<file path="config.mk">
export PLATFORM = sky130hd
export DESIGN_NAME = skri_ctrl
export DESIGN_NICKNAME = d
export VERILOG_FILES = /design/src/sv/skri_pkg.sv /design/src/sv/skri_ctrl.sv
export SDC_FILE = /design/constraint.sdc
export NUM_CORES = 1
export LEC_CHECK = 0
export ABC_CLOCK_PERIOD_IN_PS = 4400
export CAP_MARGIN = 20
export CORE_AREA = 2 2 39 41
export DETAILED_ROUTE_END_ITERATION = 16
export DIE_AREA = 0 0 41 43
export DONT_BUFFER_PORTS = 1
export GPL_ROUTABILITY_DRIVEN = 0
export PLACE_DENSITY = 0.52
export RECOVER_POWER = 50
export SLEW_MARGIN = 30
export SYNTH_ARGS = -nofsm -noshare
export SYNTH_HDL_FRONTEND = slang
export SYNTH_SLANG_ARGS = --single-unit
export TNS_END_PERCENT = 50
</file>
<file path="constraint.sdc">
create_clock -name clock -period 4.4 [get_ports clock]
set_input_delay 0.22 -clock clock [delete_from_list [all_inputs] [get_ports clock]]
set_output_delay 0.22 -clock clock [all_outputs]
set_load 0.02 [all_outputs]
</file>
<file path="src/sv/skri_pkg.sv">
package skri_pkg;

   // Table geometry
   localparam int unsigned TABLE_DEPTH_DEF = 1024;
   localparam int unsigned POS_W_DEF       = $clog2(TABLE_DEPTH_DEF + 1);

   // Field widths
   localparam int unsigned KEY_W  = 32;
   localparam int unsigned ROW_W  = 32;
   localparam int unsigned OP_W   = 2;
   localparam int unsigned KIND_W = 3;

   // Operation codes
   localparam logic [OP_W-1:0] OP_CLEAR  = 2'd0;
   localparam logic [OP_W-1:0] OP_INSERT = 2'd1;
   localparam logic [OP_W-1:0] OP_QUERY  = 2'd2;

   // Query comparison kinds
   localparam logic [KIND_W-1:0] CMP_GT = 3'd0;
   localparam logic [KIND_W-1:0] CMP_GE = 3'd1;
   localparam logic [KIND_W-1:0] CMP_LT = 3'd2;
   localparam logic [KIND_W-1:0] CMP_LE = 3'd3;
   localparam logic [KIND_W-1:0] CMP_EQ = 3'd4;

   // Binary search step rule: move right when the probed entry is ...
   typedef enum logic [1:0] {
      SRCH_KEY_LT,   // key below the value
      SRCH_KEY_LE,   // key not above the value
      SRCH_PAIR_LE   // (key, row id) not above the given pair
   } srch_mode_type;

   typedef enum logic [2:0] {
      ST_IDLE,
      ST_DECODE,
      ST_SRCH_RD,
      ST_SRCH_CMP,
      ST_SRCH_END,
      ST_SHIFT,
      ST_PLACE,
      ST_DONE
   } state_type;

   typedef struct packed {
      logic          load_req;
      logic          clear;
      logic          set_full;
      logic          srch_init;
      srch_mode_type srch_mode;
      logic          srch_cmp;
      logic          take_start;
      logic          take_end;
      logic          shift_init;
      logic          shift_step;
      logic          place;
      logic          finish;
   } cmd_type;

   typedef struct packed {
      logic [OP_W-1:0]   op;
      logic [KIND_W-1:0] kind;
      logic              is_full;
      logic              srch_busy;
      logic              shift_done;
      logic              rsp_free;
   } sts_type;

endpackage

</file>
<file path="src/sv/skri_ctrl.sv">
module skri_ctrl (
   input  logic              clock,
   input  logic              reset,
   input  logic              req_valid,
   output logic              req_ready,
   input  skri_pkg::sts_type sts,
   output skri_pkg::cmd_type cmd
);

   skri_pkg::state_type state_ff, state_in;
   logic                pass_ff, pass_in;

   // Hold state and search pass
   always_ff @(posedge clock) begin
      if (reset) begin
         state_ff <= skri_pkg::ST_IDLE;
         pass_ff  <= 1'b0;
      end else begin
         state_ff <= state_in;
         pass_ff  <= pass_in;
      end
   end

   // Next state
   always_comb begin
      state_in = state_ff;
      pass_in  = pass_ff;
      case (state_ff)
         skri_pkg::ST_IDLE: begin
            if (req_valid) state_in = skri_pkg::ST_DECODE;
         end
         skri_pkg::ST_DECODE: begin
            pass_in  = 1'b0;
            state_in = skri_pkg::ST_DONE;
            if (sts.op == skri_pkg::OP_INSERT && !sts.is_full) begin
               state_in = skri_pkg::ST_SRCH_RD;
            end
            if (sts.op == skri_pkg::OP_QUERY && sts.kind <= skri_pkg::CMP_EQ) begin
               state_in = skri_pkg::ST_SRCH_RD;
            end
         end
         skri_pkg::ST_SRCH_RD: begin
            state_in = sts.srch_busy ? skri_pkg::ST_SRCH_CMP : skri_pkg::ST_SRCH_END;
         end
         skri_pkg::ST_SRCH_CMP: begin
            state_in = skri_pkg::ST_SRCH_RD;
         end
         skri_pkg::ST_SRCH_END: begin
            if (sts.op == skri_pkg::OP_INSERT) begin
               state_in = skri_pkg::ST_SHIFT;
            end else if (sts.kind == skri_pkg::CMP_EQ && !pass_ff) begin
               pass_in  = 1'b1;
               state_in = skri_pkg::ST_SRCH_RD;
            end else begin
               state_in = skri_pkg::ST_DONE;
            end
         end
         skri_pkg::ST_SHIFT: begin
            if (sts.shift_done) state_in = skri_pkg::ST_PLACE;
         end
         skri_pkg::ST_PLACE: begin
            state_in = skri_pkg::ST_DONE;
         end
         skri_pkg::ST_DONE: begin
            if (sts.rsp_free) state_in = skri_pkg::ST_IDLE;
         end
         default: begin
            state_in = skri_pkg::ST_IDLE;
         end
      endcase
   end

   // Commands to the datapath
   always_comb begin
      cmd       = '0;
      req_ready = 1'b0;
      case (state_ff)
         skri_pkg::ST_IDLE: begin
            req_ready    = 1'b1;
            cmd.load_req = req_valid;
         end
         skri_pkg::ST_DECODE: begin
            case (sts.op)
               skri_pkg::OP_CLEAR: begin
                  cmd.clear = 1'b1;
               end
               skri_pkg::OP_INSERT: begin
                  if (sts.is_full) begin
                     cmd.set_full = 1'b1;
                  end else begin
                     cmd.srch_init = 1'b1;
                     cmd.srch_mode = skri_pkg::SRCH_PAIR_LE;
                  end
               end
               skri_pkg::OP_QUERY: begin
                  case (sts.kind)
                     skri_pkg::CMP_GT, skri_pkg::CMP_LE: begin
                        cmd.srch_init = 1'b1;
                        cmd.srch_mode = skri_pkg::SRCH_KEY_LE;
                     end
                     skri_pkg::CMP_GE, skri_pkg::CMP_LT, skri_pkg::CMP_EQ: begin
                        cmd.srch_init = 1'b1;
                        cmd.srch_mode = skri_pkg::SRCH_KEY_LT;
                     end
                     default: begin
                     end
                  endcase
               end
               default: begin
               end
            endcase
         end
         skri_pkg::ST_SRCH_CMP: begin
            cmd.srch_cmp = 1'b1;
         end
         skri_pkg::ST_SRCH_END: begin
            if (sts.op == skri_pkg::OP_INSERT) begin
               cmd.shift_init = 1'b1;
            end else begin
               case (sts.kind)
                  skri_pkg::CMP_GT, skri_pkg::CMP_GE: begin
                     cmd.take_start = 1'b1;
                  end
                  skri_pkg::CMP_LT, skri_pkg::CMP_LE: begin
                     cmd.take_end = 1'b1;
                  end
                  skri_pkg::CMP_EQ: begin
                     // lower bound first, then rerun for the upper bound
                     if (!pass_ff) begin
                        cmd.take_start = 1'b1;
                        cmd.srch_init  = 1'b1;
                        cmd.srch_mode  = skri_pkg::SRCH_KEY_LE;
                     end else begin
                        cmd.take_end = 1'b1;
                     end
                  end
                  default: begin
                  end
               endcase
            end
         end
         skri_pkg::ST_SHIFT: begin
            cmd.shift_step = 1'b1;
         end
         skri_pkg::ST_PLACE: begin
            cmd.place = 1'b1;
         end
         skri_pkg::ST_DONE: begin
            cmd.finish = sts.rsp_free;
         end
         default: begin
         end
      endcase
   end

endmodule

</file>
==> key figures <==
Status
  • Outcome: complete, no violations

Route
  • DR iter-0 viols: 4
  • Via count of the routed design: 487
  • Mean number of vias per cell: 5.80
  • WL final: 1.09 mm
  • Antenna Nets Post-Route: 0
  • Wire per inst: 13.0 µm
  • DRC: 0
  • Initial DRT Pass Iterations: 2

Setup path
  • Critical path launch point type: flip-flop
  • Worst r2r dst: pass_ff$_SDFFE_PP0P_
  • Setup CP Type: reg2out
  • Arr. time, crit path: 2.05 ns
  • RR Startpoint: state_ff[2]$_SDFFE_PP0P_
  • CP Max Fanout: 17
  • WP data required: 4.18 ns
  • FF-to-FF setup slack: 2.69 ns
  • Worst setup EP type: output port
  • R2R depth: 3

GRT
  • Vias in the first global route: 447
  • Largest net degree at the start of global routing: 18
  • Antenna violations before repair: 0
  • First-pass GRT wire length: 1.84 mm
  • Total track usage: 0.141
  • Total grt overflow: 0

Die
  • Area of the core: 0.00138 mm²
  • Die Ht: 43 µm
  • Initial core utilization: 0.345
  • Die X: 41 µm
  • IO Count: 26
  • Rows: 14
  • Die area: 0.00176 mm²

Logic synthesis
  • Syn Nets: 83
  • Share of the synthesized area in the top cell type: 0.168
  • Synth Cell Area: 478 µm²
  • Synthesized instance count: 68
  • Post-synthesis sequential area ratio: 0.168
  • Synth Warn #: 0
  • Area leader, netlist: dfxtp_1
  • Mapped Avg Cell Area: 7.03 µm²
  • Register bit total from synthesis: 4
  • Distinct cell type count after synthesis: 34
  • Area contributors post-synth: dfxtp_1 17%, ha_1 7.9%, nor2_1 7.1%

STA
  • Fin. Hold Viols: 0
  • Tightest Pin Transition: 0.920 ns
  • Final period util: 0.515
  • Fmax: 441 MHz
  • Clock Skew: 0.00622 ns
  • Slew HR: 0.378
  • Fin crit period: 2.27 ns
  • RSZ-0062 raised after global routing: no
  • Setup-violating endpoint count in the final report: 0
  • Final total negative setup slack: 0 ns
  • Final Max Slew Viols: 0

Min path
  • WHS Endpoint: pass_ff$_SDFFE_PP0P_
  • Worst min path class: in2reg
  • Hold Startpoint: reset
  • WHS Path Cells: 1

Pwr
  • PwrDens: 331 mW/mm²
  • Leak Pwr: 0.179 nW
  • Gate power share: 0.370
  • Switching part of the total: 0.431
  • Worst IR Drop VDD: 105 µV
  • Switch Pwr: 0.0000722 W
  • Sequential Power Share: 0.360
  • Power Internal: 0.0000952 W
  • Clock power frac: 0.270

Clocking
  • CTS sink count: 4
  • Worst-path clk slew: 0.04 ns
  • Worst skew pair latency: 0.23 ns
  • CTS tree: built
  • Post-CTS Resized: 0
  • H-tree depth: 1
  • Post-CTS setup buffers: 0
  • Clock buffer depth: 2
  • CTS hold repair buffers: 0
  • Root Driver: clkbuf_4
  • TritonCTS Buffers: 3

Layout
  • Area Growth Syn to Fin: 5.76%
  • Leading cell type in the layout, fill and taps excluded: nor2_1
  • FF+latch area: 80.1 µm²
  • Multi-input logic area: 372 µm²
  • Most frequent cells in the layout: 9 x nor2_1, 7 x nand2_1, 5 x a21oi_1, 4 x dfxtp_1
  • Fill count: 157
  • Post-route cell area: 505 µm²
  • # nets final: 85
  • Ant diodes: 0
  • Ratio of cells with drive above 1 in the final layout: 0.0735

Job
  • Max-cap violations: 0

Placed design
  • Post-DP Area: 487 µm²
  • I/O Buffers: 0
  • Hpwl dp: 825 µm
[how the worst max path moves through the flow]
stage	start	to
6_report	state_ff[0]$_SDFFE_PP0P_	cmd[7]
5_1_grt	state_ff[0]$_SDFFE_PP0P_	cmd[9]
4_1_cts	state_ff[0]$_SDFFE_PP0P_	cmd[7]
3_5_place_dp	state_ff[0]$_SDFFE_PP0P_	cmd[7]
3_3_place_gp	state_ff[0]$_SDFFE_PP0P_	cmd[7]
2_1_floorplan	sts[8]	cmd[7]
[cell usage after synthesis]
library cell,instances
nor4_1,1
a21oi_1,5
o21ai_0,3
o21a_1,1
nand2_1,7
a22oi_1,1
a211oi_1,1
or4_1,1
o41ai_1,1
o211ai_1,1
nor2b_1,1
o2bb2ai_1,2
nor2_1,9
dfxtp_1,4
and3_1,1
nand3_1,2
nand2b_1,2
nand3b_1,1
ha_1,3
and2_1,2
or4b_4,1
nor3_1,2
or3_4,1
clkbuf_1,3
or3b_1,1
nor4bb_1,1
a21oi_2,1
a31oi_1,1
xnor2_1,1
inv_1,3
mux2i_1,1
a311oi_1,1
nor3b_1,1
and3b_1,1
[worst max-delay path: stages, from the launching register on]
cell	delay, ns
dfxtp_1	0.62
nor3b_1	0.52
nand2_1	0.13
o21ai_0	0.55
[layout make-up]
type | count | area share
multi-input cells | 58 | 0.735
clock buffers | 3 | 0.0446
inverters | 3 | 0.0223
well taps | 16 | 0.0396
flip-flops and latches | 4 | 0.158
[registers in the layout, indices dropped and copies added (netlist names)]
name,flops
pass_ff,1
state_ff,3
[power groups by stage]
stage | clock network, W | registers [W] | logic (W)
2_1_floorplan | 0 | 0.0000478 | 0.0000662
3_3_place_gp | 0 | 0.0000603 | 0.0000628
3_5_place_dp | 0 | 0.0000606 | 0.0000632
4_1_cts | 0.0000468 | 0.0000602 | 0.0000633
5_1_grt | 0.0000471 | 0.0000632 | 0.0000716
6_report | 0.0000451 | 0.0000603 | 0.0000620
[kinds of logic (layout without fill, tap and decap cells)]
logic type	after synthesis	count (layout)	share of synthesized area
simple gates	35	35	0.416
compound gates	18	18	0.251
buf+inv	6	6	0.0471
flops	4	4	0.168
fa+ha+maj	3	3	0.0785
xor+xnor	1	1	0.0183
mux	1	1	0.0209
[per-stage QoR]
stage	power (W)	worst slack, ns	util	cells	hold WS (ns)
after global placement	0.000123	2.42	0.352	81	0.285
after global routing	0.000182	1.84	0.365	84	0.0396
after CTS	0.000170	2.09	0.368	84	0.0360
after floorplan	0.000114	2.57	-	68	0.282
after detailed placement	0.000124	2.34	0.352	81	0.287
final	0.000167	2.13	0.365	84	0.0427
[metal layers]
layer | share of wire | vias to the layer above | global-route usage
met1 | 0.49 | 227 | 0.224
met4 | 0 | 0 | 0.0200
li1 | - | 249 | -
met2 | 0.46 | 11 | 0.194
met5 | 0 | - | 0
met3 | 0.054 | 0 | 0.0314
Note: power is estimated with default switching activity, not from simulation.
